File: src/mdps_pkg.sv
`default_nettype none

package mdps_pkg;

    localparam int CELL_W     = 16;
    localparam int SUM_W      = 22;
    localparam int SIZE_W     = 7;
    localparam int IN_DATA_W  = 16;
    localparam int OUT_DATA_W = 24;

    typedef logic signed [CELL_W-1:0] cell_t;
    typedef logic signed [SUM_W-1:0]  sum_t;

    localparam sum_t SUM_MIN = {1'b1, {(SUM_W-1){1'b0}}};

    // Position of a cell within its matrix, worked out when the item is taken.
    typedef struct packed {
        logic has_left;
        logic first_row;
        logic last_row;
        logic last_col;
    } cell_pos_t;

endpackage

`default_nettype wire

File: src/mdps_row_mem.sv
`default_nettype none

module mdps_row_mem
    import mdps_pkg::*;
#(
    parameter int DEPTH = 64,
    parameter int AW    = 6
) (
    input  wire logic          aclk,
    input  wire logic          rd_en,
    input  wire logic [AW-1:0] rd_addr_a,
    input  wire logic [AW-1:0] rd_addr_b,
    input  wire logic          wr_en,
    input  wire logic [AW-1:0] wr_addr,
    input  wire sum_t          wr_data,
    output sum_t               rd_data_a,
    output sum_t               rd_data_b
);

    sum_t mem [DEPTH];

    sum_t ram_a_reg;
    sum_t ram_b_reg;
    sum_t byp_data_reg;
    logic byp_a_reg;
    logic byp_b_reg;

    // A read that meets the write of the same entry in one cycle takes the
    // new data from the bypass register rather than the stale array word.
    always_ff @(posedge aclk) begin
        if (wr_en) begin
            mem[wr_addr] <= wr_data;
        end
        if (rd_en) begin
            ram_a_reg    <= mem[rd_addr_a];
            ram_b_reg    <= mem[rd_addr_b];
            byp_a_reg    <= wr_en && (wr_addr == rd_addr_a);
            byp_b_reg    <= wr_en && (wr_addr == rd_addr_b);
            byp_data_reg <= wr_data;
        end
    end

    assign rd_data_a = byp_a_reg ? byp_data_reg : ram_a_reg;
    assign rd_data_b = byp_b_reg ? byp_data_reg : ram_b_reg;

endmodule

`default_nettype wire

File: src/mdps_update.sv
`default_nettype none

module mdps_update
    import mdps_pkg::*;
#(
    parameter int AW = 6
) (
    input  wire logic          aclk,
    input  wire logic          aresetn,
    input  wire logic          restart,
    input  wire logic          in_accept,
    input  wire cell_t         in_value,
    input  wire logic [AW-1:0] in_col,
    input  wire cell_pos_t     in_pos,
    output logic               in_ready,
    input  wire sum_t          here_data,
    input  wire sum_t          right_data,
    output logic               wr_en,
    output logic [AW-1:0]      wr_addr,
    output sum_t               wr_data,
    output logic               out_valid,
    input  wire logic          out_ready,
    output sum_t               out_sum
);

    logic          b_valid_reg;
    cell_t         b_value_reg;
    logic [AW-1:0] b_col_reg;
    cell_pos_t     b_pos_reg;
    sum_t          left_prev_reg;
    sum_t          bottom_max_reg;
    logic          out_valid_reg;
    sum_t          out_sum_reg;

    sum_t value_ext;
    sum_t pick;
    sum_t best;
    sum_t bottom_next;
    logic emit;
    logic blocked;
    logic advance;

    always_comb begin
        value_ext = {{(SUM_W-CELL_W){b_value_reg[CELL_W-1]}}, b_value_reg};
        if (!b_pos_reg.has_left) begin
            pick = right_data;
        end else if (b_pos_reg.last_col) begin
            pick = left_prev_reg;
        end else begin
            pick = (left_prev_reg > right_data) ? left_prev_reg : right_data;
        end
        best = b_pos_reg.first_row ? value_ext : value_ext + pick;
        if (b_pos_reg.last_row && (best > bottom_max_reg)) begin
            bottom_next = best;
        end else begin
            bottom_next = bottom_max_reg;
        end
        emit    = b_valid_reg && b_pos_reg.last_row && b_pos_reg.last_col;
        // The stage waits only when a result is due and the previous one
        // has not yet been taken.
        blocked = emit && out_valid_reg && !out_ready;
        advance = b_valid_reg && !blocked;
    end

    always_ff @(posedge aclk) begin
        if (!aresetn) begin
            b_valid_reg    <= 1'b0;
            out_valid_reg  <= 1'b0;
            left_prev_reg  <= '0;
            bottom_max_reg <= SUM_MIN;
        end else begin
            if (in_accept) begin
                b_valid_reg <= 1'b1;
            end else if (advance) begin
                b_valid_reg <= 1'b0;
            end
            if (restart) begin
                left_prev_reg  <= '0;
                bottom_max_reg <= SUM_MIN;
            end else if (advance) begin
                left_prev_reg  <= here_data;
                bottom_max_reg <= emit ? SUM_MIN : bottom_next;
            end
            if (advance && emit) begin
                out_valid_reg <= 1'b1;
            end else if (out_ready) begin
                out_valid_reg <= 1'b0;
            end
        end
    end

    always_ff @(posedge aclk) begin
        if (in_accept) begin
            b_value_reg <= in_value;
            b_col_reg   <= in_col;
            b_pos_reg   <= in_pos;
        end
        if (advance && emit) begin
            out_sum_reg <= bottom_next;
        end
    end

    assign in_ready  = !blocked;
    assign wr_en     = advance;
    assign wr_addr   = b_col_reg;
    assign wr_data   = best;
    assign out_valid = out_valid_reg;
    assign out_sum   = out_sum_reg;

endmodule

`default_nettype wire

File: src/max_diagonal_path_sum.sv
`default_nettype none

// Largest top-to-bottom diagonal path sum of a square signed matrix whose cells
// arrive in row-major order, one cell per item on the s_ channel. The block
// takes one cell every clock cycle; its only storage for the matrix is one row
// of best sums in a MAX_N-entry memory that each cell reads (two ports) as it
// is taken and writes back from its update stage, with a bypass for a read
// that meets that write. The result for a matrix is registered onto m_ after
// its last cell is taken, later while the previous result is held there. The
// input stalls only while a result is held by the m_ side and the next one is
// already due. The memory needs no clearing after reset,
// because row 0 writes every entry before any later row reads it. A write on
// the cfg_ channel sets the size (0 is taken as 1, sizes above MAX_N as MAX_N)
// and starts a new matrix; it must come while the block is idle.
module max_diagonal_path_sum
    import mdps_pkg::*;
#(
    parameter int MAX_N = 64
) (
    input  wire logic                  aclk,
    input  wire logic                  aresetn,
    input  wire logic                  cfg_valid,
    output logic                       cfg_ready,
    input  wire logic [SIZE_W-1:0]     cfg_data,     // matrix_size
    input  wire logic                  s_tvalid,
    output logic                       s_tready,
    input  wire logic [IN_DATA_W-1:0]  s_tdata,      // [15:0] cell_value
    output logic                       m_tvalid,
    input  wire logic                  m_tready,
    output logic [OUT_DATA_W-1:0]      m_tdata       // [21:0] max_sum, zero above
);

    localparam int CW = (MAX_N > 1) ? $clog2(MAX_N) : 1;
    localparam int NW = $clog2(MAX_N + 1);
    localparam int RESET_N = (MAX_N < 4) ? MAX_N : 4;

    logic [CW-1:0] col_reg;
    logic [CW-1:0] row_reg;
    logic [NW-1:0] size_reg;
    logic [NW-1:0] size_next;

    logic          s_accept;
    logic          cfg_accept;
    cell_pos_t     pos;
    logic [CW-1:0] right_addr;
    logic          wr_en;
    logic [CW-1:0] wr_addr;
    sum_t          wr_data;
    sum_t          here_data;
    sum_t          right_data;
    sum_t          out_sum;

    assign cfg_ready  = 1'b1;
    assign cfg_accept = cfg_valid && cfg_ready;
    assign s_accept   = s_tvalid && s_tready;

    always_comb begin
        if (cfg_data == '0) begin
            size_next = NW'(1);
        end else if (32'(cfg_data) > MAX_N) begin
            size_next = NW'(MAX_N);
        end else begin
            size_next = NW'(cfg_data);
        end
        pos.has_left  = (col_reg != '0);
        pos.first_row = (row_reg == '0);
        pos.last_col  = ((NW'(col_reg) + NW'(1)) >= size_reg);
        pos.last_row  = ((NW'(row_reg) + NW'(1)) >= size_reg);
        right_addr    = pos.last_col ? col_reg : col_reg + CW'(1);
    end

    always_ff @(posedge aclk) begin
        if (!aresetn) begin
            col_reg  <= '0;
            row_reg  <= '0;
            size_reg <= NW'(RESET_N);
        end else if (cfg_accept) begin
            col_reg  <= '0;
            row_reg  <= '0;
            size_reg <= size_next;
        end else if (s_accept) begin
            if (pos.last_col) begin
                col_reg <= '0;
                row_reg <= pos.last_row ? '0 : row_reg + CW'(1);
            end else begin
                col_reg <= col_reg + CW'(1);
            end
        end
    end

    mdps_row_mem #(
        .DEPTH (MAX_N),
        .AW    (CW)
    ) u_row_mem (
        .aclk      (aclk),
        .rd_en     (s_accept),
        .rd_addr_a (col_reg),
        .rd_addr_b (right_addr),
        .wr_en     (wr_en),
        .wr_addr   (wr_addr),
        .wr_data   (wr_data),
        .rd_data_a (here_data),
        .rd_data_b (right_data)
    );

    mdps_update #(
        .AW (CW)
    ) u_update (
        .aclk       (aclk),
        .aresetn    (aresetn),
        .restart    (cfg_accept),
        .in_accept  (s_accept),
        .in_value   (cell_t'(s_tdata[CELL_W-1:0])),
        .in_col     (col_reg),
        .in_pos     (pos),
        .in_ready   (s_tready),
        .here_data  (here_data),
        .right_data (right_data),
        .wr_en      (wr_en),
        .wr_addr    (wr_addr),
        .wr_data    (wr_data),
        .out_valid  (m_tvalid),
        .out_ready  (m_tready),
        .out_sum    (out_sum)
    );

    assign m_tdata = {{(OUT_DATA_W-SUM_W){1'b0}}, out_sum};

    a_pos_in_range: assert property (@(posedge aclk) disable iff (!aresetn)
        (NW'(col_reg) < size_reg) && (NW'(row_reg) < size_reg))
        else $error("cell position outside the matrix");

    a_size_valid: assert property (@(posedge aclk) disable iff (!aresetn)
        (size_reg != '0) && (size_reg <= NW'(MAX_N)))
        else $error("matrix size out of range");

    a_restart: assert property (@(posedge aclk) disable iff (!aresetn)
        cfg_accept |=> (col_reg == '0) && (row_reg == '0))
        else $error("configuration write did not restart the matrix");

    a_stall_cause: assert property (@(posedge aclk) disable iff (!aresetn)
        !s_tready |-> (m_tvalid && !m_tready))
        else $error("input stalled without output back-pressure");

endmodule

`default_nettype wire

File: config.mk
export PLATFORM = sky130hd
export DESIGN_NAME = max_diagonal_path_sum
export DESIGN_NICKNAME = d
export VERILOG_FILES = /design/src/mdps_pkg.sv /design/src/mdps_row_mem.sv /design/src/mdps_update.sv /design/src/max_diagonal_path_sum.sv
export SDC_FILE = /design/constraint.sdc
export NUM_CORES = 2
export LEC_CHECK = 0
export BUFFER_PORTS_ARGS = -buffer_cell sky130_fd_sc_hd__buf_2
export CORE_ASPECT_RATIO = 0.75
export CORE_UTILIZATION = 49
export CTS_CLUSTER_SIZE = 16
export DETAILED_ROUTE_END_ITERATION = 16
export GPL_ROUTABILITY_DRIVEN = 1
export PLACE_DENSITY = 0.61
export SLEW_MARGIN = 15
export SYNTH_ARGS = -nofsm -noshare
export SYNTH_HDL_FRONTEND = slang
export SYNTH_SLANG_ARGS = --single-unit
File: constraint.sdc
create_clock -name aclk -period 24.3 [get_ports aclk]
set_input_delay 3.645 -clock aclk [delete_from_list [all_inputs] [get_ports aclk]]
set_output_delay 3.645 -clock aclk [all_outputs]
set_load 0.03 [all_outputs]
# Word level (Yosys, flattened, before mapping)
# Memories as Yosys holds them, arrays and structs flattened. A register that Yosys moved wholly into a read port is not among the register bits.
# Cells that the tools add are included.
dict set report word_totals {
  in_bits 28
  register_bits 137
  out_inout_bits 27
  mem_count 1
  elab_cells 69
  mem_bits_rw 1408
}
# memory depth width rd rd_ports_with_merged_regs wr line_no
set memory_table {}
lappend memory_table {u_row_mem.mem 64 22 2 2 1 mdps_row_mem.sv:20} ;# sum_t mem [DEPTH];
dict set report op_classes {
  magnitude_cmp 5
  n_reduce_logical 19
  muxes 19
  n_addsub 5
  n_bitwise 1
  eq_ne 2
}
# cell count
set op_table {}
lappend op_table {{22-bit two-way mux} 8}
lappend op_table {{22-bit greater-than comparator} 2}
lappend op_table {{16-bit by 22-bit adder with 22-bit output} 1}
lappend op_table {{6-bit two-way mux} 3}
lappend op_table {{6-bit by 1-bit adder with 7-bit output, second input constant} 2}
lappend op_table {{7-bit >= comparator} 2}
lappend op_table {{7-bit two-way mux} 2}
lappend op_table {{6-bit by 1-bit adder with 6-bit output, second input constant} 2}
lappend op_table {{6-bit equality test} 2}
lappend op_table {{1-bit logical AND} 10}
lappend op_table {{7-bit greater-than comparator, second input constant} 1}
lappend op_table {{7-bit logical NOT} 1}
lappend op_table {{6-bit logical NOT} 1}
lappend op_table {{1-bit two-way mux} 6}
lappend op_table {{6-bit nonzero test} 1}
lappend op_table {{2-bit nonzero test} 2}
lappend op_table {{1-bit logical NOT} 2}
lappend op_table {{2-bit AND reduction} 1}
lappend op_table {{2-bit OR reduction} 1}
lappend op_table {{1-bit inverter} 1}

# Longest topological paths before layout
dict set report depth {
  word_depth 11
  mapped_depth 35
  ltp_nobuf 31
}

# Cells and area by module
# A second synthesis with hierarchy kept.
dict set report hier_totals {
  cells_unflattened 4317
  hier_area_um2 75920.3
}
# mod area_per_inst_um2 seq_area_each_um2 n_inst cells_each
set by_module_without_submodules {}
lappend by_module_without_submodules {mdps_row_mem 68373.1 44322.5 1 3475}
lappend by_module_without_submodules {mdps_update 6062.1 2362.3 1 649}
lappend by_module_without_submodules {max_diagonal_path_sum 1485.2 380.4 1 193}

# Worst setup path before layout
# Ideal clock, no wire load.
dict set report synth_path {
  path_type {register to register}
  from {register u_row_mem.byp_b_reg}
  to {register u_update.out_sum_reg[18] (netlist: u_update.out_sum[18]), data pin}
  setup_ns 0.159
  setup_slack_ns 13.576
  path_stages_with_launch 32
  required_ns 24.141
  t_arrival_ns 10.565
  cell_sequence {edfxtp_1 clkbuf_1 buf_1 clkbuf_1 mux2i_1 ha_1 a21oi_1 a21boi_0 o311ai_1 a21oi_1 a2111oi_4 clkbuf_1 nor2_1 a21oi_1 ha_1 nor2b_1 o31a_1 o311ai_0 a21oi_1 o21ai_0 a21oi_1 o31ai_1 ha_1 a21o_1 a21o_1 a21oi_1 o221ai_1 a22oi_2 clkbuf_1 clkbuf_1 nor2_1 a21oi_1}
}
dict set report synth_via {
  elab_chain_len 10
}
# element line_no
set synth_rtl {}
lappend synth_rtl {{start: declaration} mdps_row_mem.sv:26} ;# logic byp_b_reg;
lappend synth_rtl {{start signal: assignment} mdps_row_mem.sv:38} ;# byp_b_reg <= wr_en && (wr_addr == rd_addr_b);
lappend synth_rtl {{22-bit two-way mux (*)} mdps_row_mem.sv:44} ;# assign rd_data_b = byp_b_reg ? byp_data_reg : ram_b_reg;
lappend synth_rtl {{22-bit greater-than comparator} mdps_update.sv:50} ;# pick = (left_prev_reg > right_data) ? left_prev_reg : right_data;
lappend synth_rtl {{22-bit two-way mux} mdps_update.sv:50}
lappend synth_rtl {{22-bit two-way mux} mdps_update.sv:47} ;# end else if (b_pos_reg.last_col) begin
lappend synth_rtl {{22-bit two-way mux (*)} mdps_update.sv:45} ;# if (!b_pos_reg.has_left) begin
lappend synth_rtl {{16-bit by 22-bit adder with 22-bit output (*)} mdps_update.sv:52} ;# best = b_pos_reg.first_row ? value_ext : value_ext + pick;
lappend synth_rtl {{22-bit two-way mux (*)} mdps_update.sv:52}
lappend synth_rtl {{named net u_row_mem.wr_data[16]} mdps_row_mem.sv:15} ;# input wire sum_t wr_data,
lappend synth_rtl {{22-bit greater-than comparator (*)} mdps_update.sv:53} ;# if (b_pos_reg.last_row && (best > bottom_max_reg)) begin
lappend synth_rtl {{1-bit logical AND (*)} mdps_update.sv:53}
lappend synth_rtl {{22-bit two-way mux (*)} mdps_update.sv:53}
lappend synth_rtl {{named net u_update.bottom_next[18]} mdps_update.sv:38} ;# sum_t bottom_next;
lappend synth_rtl {{end signal: assignment} mdps_update.sv:99} ;# out_sum_reg <= bottom_next;
lappend synth_rtl {{end: declaration} mdps_update.sv:33} ;# sum_t out_sum_reg;
# The timed path passes the listed nets; every way through them passes the cells marked *.
# A chain may end at the register's enable or synchronous reset.

# Final worst setup path
dict set report layout_path {
  from {register u_row_mem.byp_b_reg}
  to {register u_update.bottom_max_reg[21]}
}
dict set report layout_via {
  elab_chain_len 11
}
# element line_no
set layout_rtl {}
lappend layout_rtl {{22-bit two-way mux (*)} mdps_row_mem.sv:44}
lappend layout_rtl {{22-bit greater-than comparator} mdps_update.sv:50}
lappend layout_rtl {{22-bit two-way mux} mdps_update.sv:50}
lappend layout_rtl {{22-bit two-way mux} mdps_update.sv:47}
lappend layout_rtl {{22-bit two-way mux (*)} mdps_update.sv:45}
lappend layout_rtl {{16-bit by 22-bit adder with 22-bit output (*)} mdps_update.sv:52}
lappend layout_rtl {{22-bit two-way mux (*)} mdps_update.sv:52}
lappend layout_rtl {{named net u_row_mem.wr_data[20]} mdps_row_mem.sv:15}
lappend layout_rtl {{22-bit greater-than comparator (*)} mdps_update.sv:53}
lappend layout_rtl {{1-bit logical AND (*)} mdps_update.sv:53}
lappend layout_rtl {{22-bit two-way mux (*)} mdps_update.sv:53}
lappend layout_rtl {{22-bit two-way mux (*)} mdps_update.sv:82} ;# bottom_max_reg <= emit ? SUM_MIN : bottom_next;
lappend layout_rtl {{end signal: assignment} mdps_update.sv:82}
lappend layout_rtl {{end: declaration} mdps_update.sv:31} ;# sum_t bottom_max_reg;
# Marked as above.

==> out/metrics.cfg <==
[global_route]
grt_max_degree = 133
grtUsageTotal_pct = 34.3
grt_pass1_vias = 46943
grt_pass1_wl_um = 371000
grt-ovfl-total = 0
antenna_found_initial = 20

[min_path]
hold_path_class = reg -> reg
hold-path-cell-count = 1
min_from = u_update.bottom_max_reg[9]$_SDFFE_PP0P_
holdPathEnd = u_update.bottom_max_reg[9]$_SDFFE_PP0P_

[worst_setup_path]
path_class = reg -> reg
critPathBufInv = 4
rr_worst_depth = 33
worstPathArrival_ns = 10.61
required_ns = 25.00
r2r_setup_slack_ns = 14.39
rr_endpoint = u_update.bottom_max_reg[21]$_SDFFE_PP1P_
cp-start-kind = flip-flop
r2r_start = u_row_mem.byp_b_reg$_DFFE_PP_
slowest_delay_ns = 0.84
crit_family = compound AO/OA/AOI/OAI gates
slowest_stage = a2111oi_0
end_kind = flip-flop
crit_path_max_fanout = 66

[synthesis]
seq_area_frac_synth_pct = 62.3
synth_cell_type_count = 82
synth_cells = 4869
yosysWarnings = 0
synth.largest_area_cell = edfxtp_1
synth-edff-count = 1524
synth.avg_cell_area_um2 = 15.5
synth_ff_type = edfxtp_1
netlist.area_leader.share_pct = 60.6
synth_seq_cells = 1589
ys_async_sr_fraction_pct = 0
syn_area_um2 = 75500
yosys-top-cells-area = edfxtp_1 (61%), mux4_2 (15%), mux2i_1 (4.6%)

[route]
drc = 0
drt_pass1_iterations = 7
vias = 50010
ant_nets = 0
via_per_inst = 7.07
routed_wl_um = 267000
routedWlPerCell_um = 37.8
drt_iter0_markers = 8464

[sta]
fin_crit_ns = 9.91
relSlewSlack_pct = 7.90
fmax_mhz = 101
finalSetupViolCount = 0
rsz0062_at_grt = no
drv_slew = 0
fin_skew_ns = 0.0332
period_share_pct = 40.8
worst_pin_slew_ns = 1.36
fin_tns_setup_ns = 0
hold_viol = 0

[placement]
portBuffers = 51
place_congestion = 0.921
dp.cells = 6777
dp_hpwl_um = 162000

[cts]
htree_levels = 4
clockRootBuffer = clkbuf_16
tritoncts = done
clk_latency_ns = 0.81
clk_pin_slew_ns = 0.07
cts_buffer_depth = 3
holdBufCountCts = 0
cts_resized = 0
cts_sinks = 1589
cts_buffers = 156
post_cts_buffers = 0

[power_and_ir_drop]
power_mw = 6.09
cellPowerDensity_nw_per_um2 = 72.4
vdd_drop_max_v = 0.0000788
leakagePower_nw = 26.0

[cells_and_area]
fin_nets = 5032
drive_above_1_share_pct = 22.4
fin_cells = 7069
area_growth_syn_to_layout_pct = 11.4
largest_register = u_row_mem.mem
largest_reg_flops = 1408

[floorplanning]
fp.dieW_um = 455
initial_core_util_pct = 49.5
boundaryPins = 55
die_h_um = 342
num_rows = 124
dieArea_um2 = 156000
core_area_um2 = 153000

[outcome]
status = complete, no violations

[flow_run]
cap_violations = 0

-- where the power goes --
group          internal (mW)  switching [mW]  total, mW
registers               3.06          0.0159       3.08
clock network           1.36            1.07       2.43
logic                  0.176           0.401      0.576
total                   4.60            1.49       6.09
-- cell usage after synthesis, drive strengths merged, types with 22 or more instances --
master	instances
edfxtp	1524
nand2	745
mux4	507
mux2i	347
buf	198
nor2	193
a32oi	188
clkbuf	153
a21oi	99
ha	84
nand3	72
dfxtp	65
a31oi	63
and3	62
o21ai	58
inv	55
a211oi	36
o22ai	29
a41oi	27
mux2	27
nor3	27
o221ai	26
nor4	25
a22oi	23
a21o	22
-- logic make-up (layout without fill, tap and decap cells) --
family	count (synthesis)	after routing	synth area share (%)
DFF	1589	1589	62.3
and+or+nand+nor	1209	1209	6.86
muxes	881	881	20.1
AOI/OAI and AO/OA	665	665	6.57
buffers and inverters	406	584	2.33
adders and majority gates	85	85	1.42
xor gates and xnor gates	32	32	0.371
other	2	8	0.00994
-- how the worst max path moves through the flow --
stage	startpoint	end	slack (ns)	depth (start not counted)
after global routing	u_row_mem.byp_b_reg$_DFFE_PP_	u_update.bottom_max_reg[21]$_SDFFE_PP1P_	13.63	33
after global placement	u_row_mem.byp_b_reg$_DFFE_PP_	u_update.bottom_max_reg[21]$_SDFFE_PP1P_	14.60	33
after floorplan	u_row_mem.byp_b_reg$_DFFE_PP_	u_update.out_sum[18]$_DFFE_PP_	13.58	31
after CTS	u_row_mem.byp_b_reg$_DFFE_PP_	u_update.bottom_max_reg[21]$_SDFFE_PP1P_	14.57	33
final	u_row_mem.byp_b_reg$_DFFE_PP_	u_update.bottom_max_reg[21]$_SDFFE_PP1P_	14.39	33
after detailed placement	u_row_mem.byp_b_reg$_DFFE_PP_	u_update.bottom_max_reg[21]$_SDFFE_PP1P_	14.61	33
-- placed cells by master, fill, tap and decap left out, drive strengths merged, types with 29 or more instances in the layout --
cell type / instances
o21ai: 58
inv: 58
a31oi: 63
a21oi: 99
and3: 62
edfxtp: 1524
clkinv: 72
a32oi: 188
a211oi: 36
clkbuf: 194
buf: 242
mux2i: 347
nand2: 745
ha: 84
o22ai: 29
nand3: 72
dfxtp: 65
mux4: 507
nor2: 193
-- final cells by class --
cell class | instances | area, µm²
diodes | 5 | 12.5
clock buffers | 194 | 4180
clock inverters | 93 | 798
fillers | 11986 | 68600
inverters | 55 | 211
multi-input cells | 2875 | 27600
flip-flops and latches | 1589 | 47100
well taps | 2016 | 2520
repair buffers | 242 | 1730
-- per-stage QoR --
| step | hold WS, ns | area (µm²) | setup slack [ns] | utilization [%] |
|---|---|---|---|---|
| finish | 0.479 | 84100 | 14.39 | 55.1 |
| global route | 0.497 | 84100 | 13.63 | 55.1 |
| CTS | 0.477 | 84100 | 14.57 | 55.1 |
| detailed placement | 0.460 | 79100 | 14.61 | 51.8 |
| global placement | 0.459 | 79100 | 14.60 | 51.8 |
| floorplan | 0.425 | 75500 | 13.58 | - |
-- routing by layer --
metal  wire length [µm]  track usage, %  up-vias
li1                   -               -    19822
met1             105000            50.6    25535
met2             109000            46.3     4036
met3              40900            11.7      601
met4              11900            14.2       16
met5                109               0        -
Note: power is estimated with default switching activity, not from simulation.
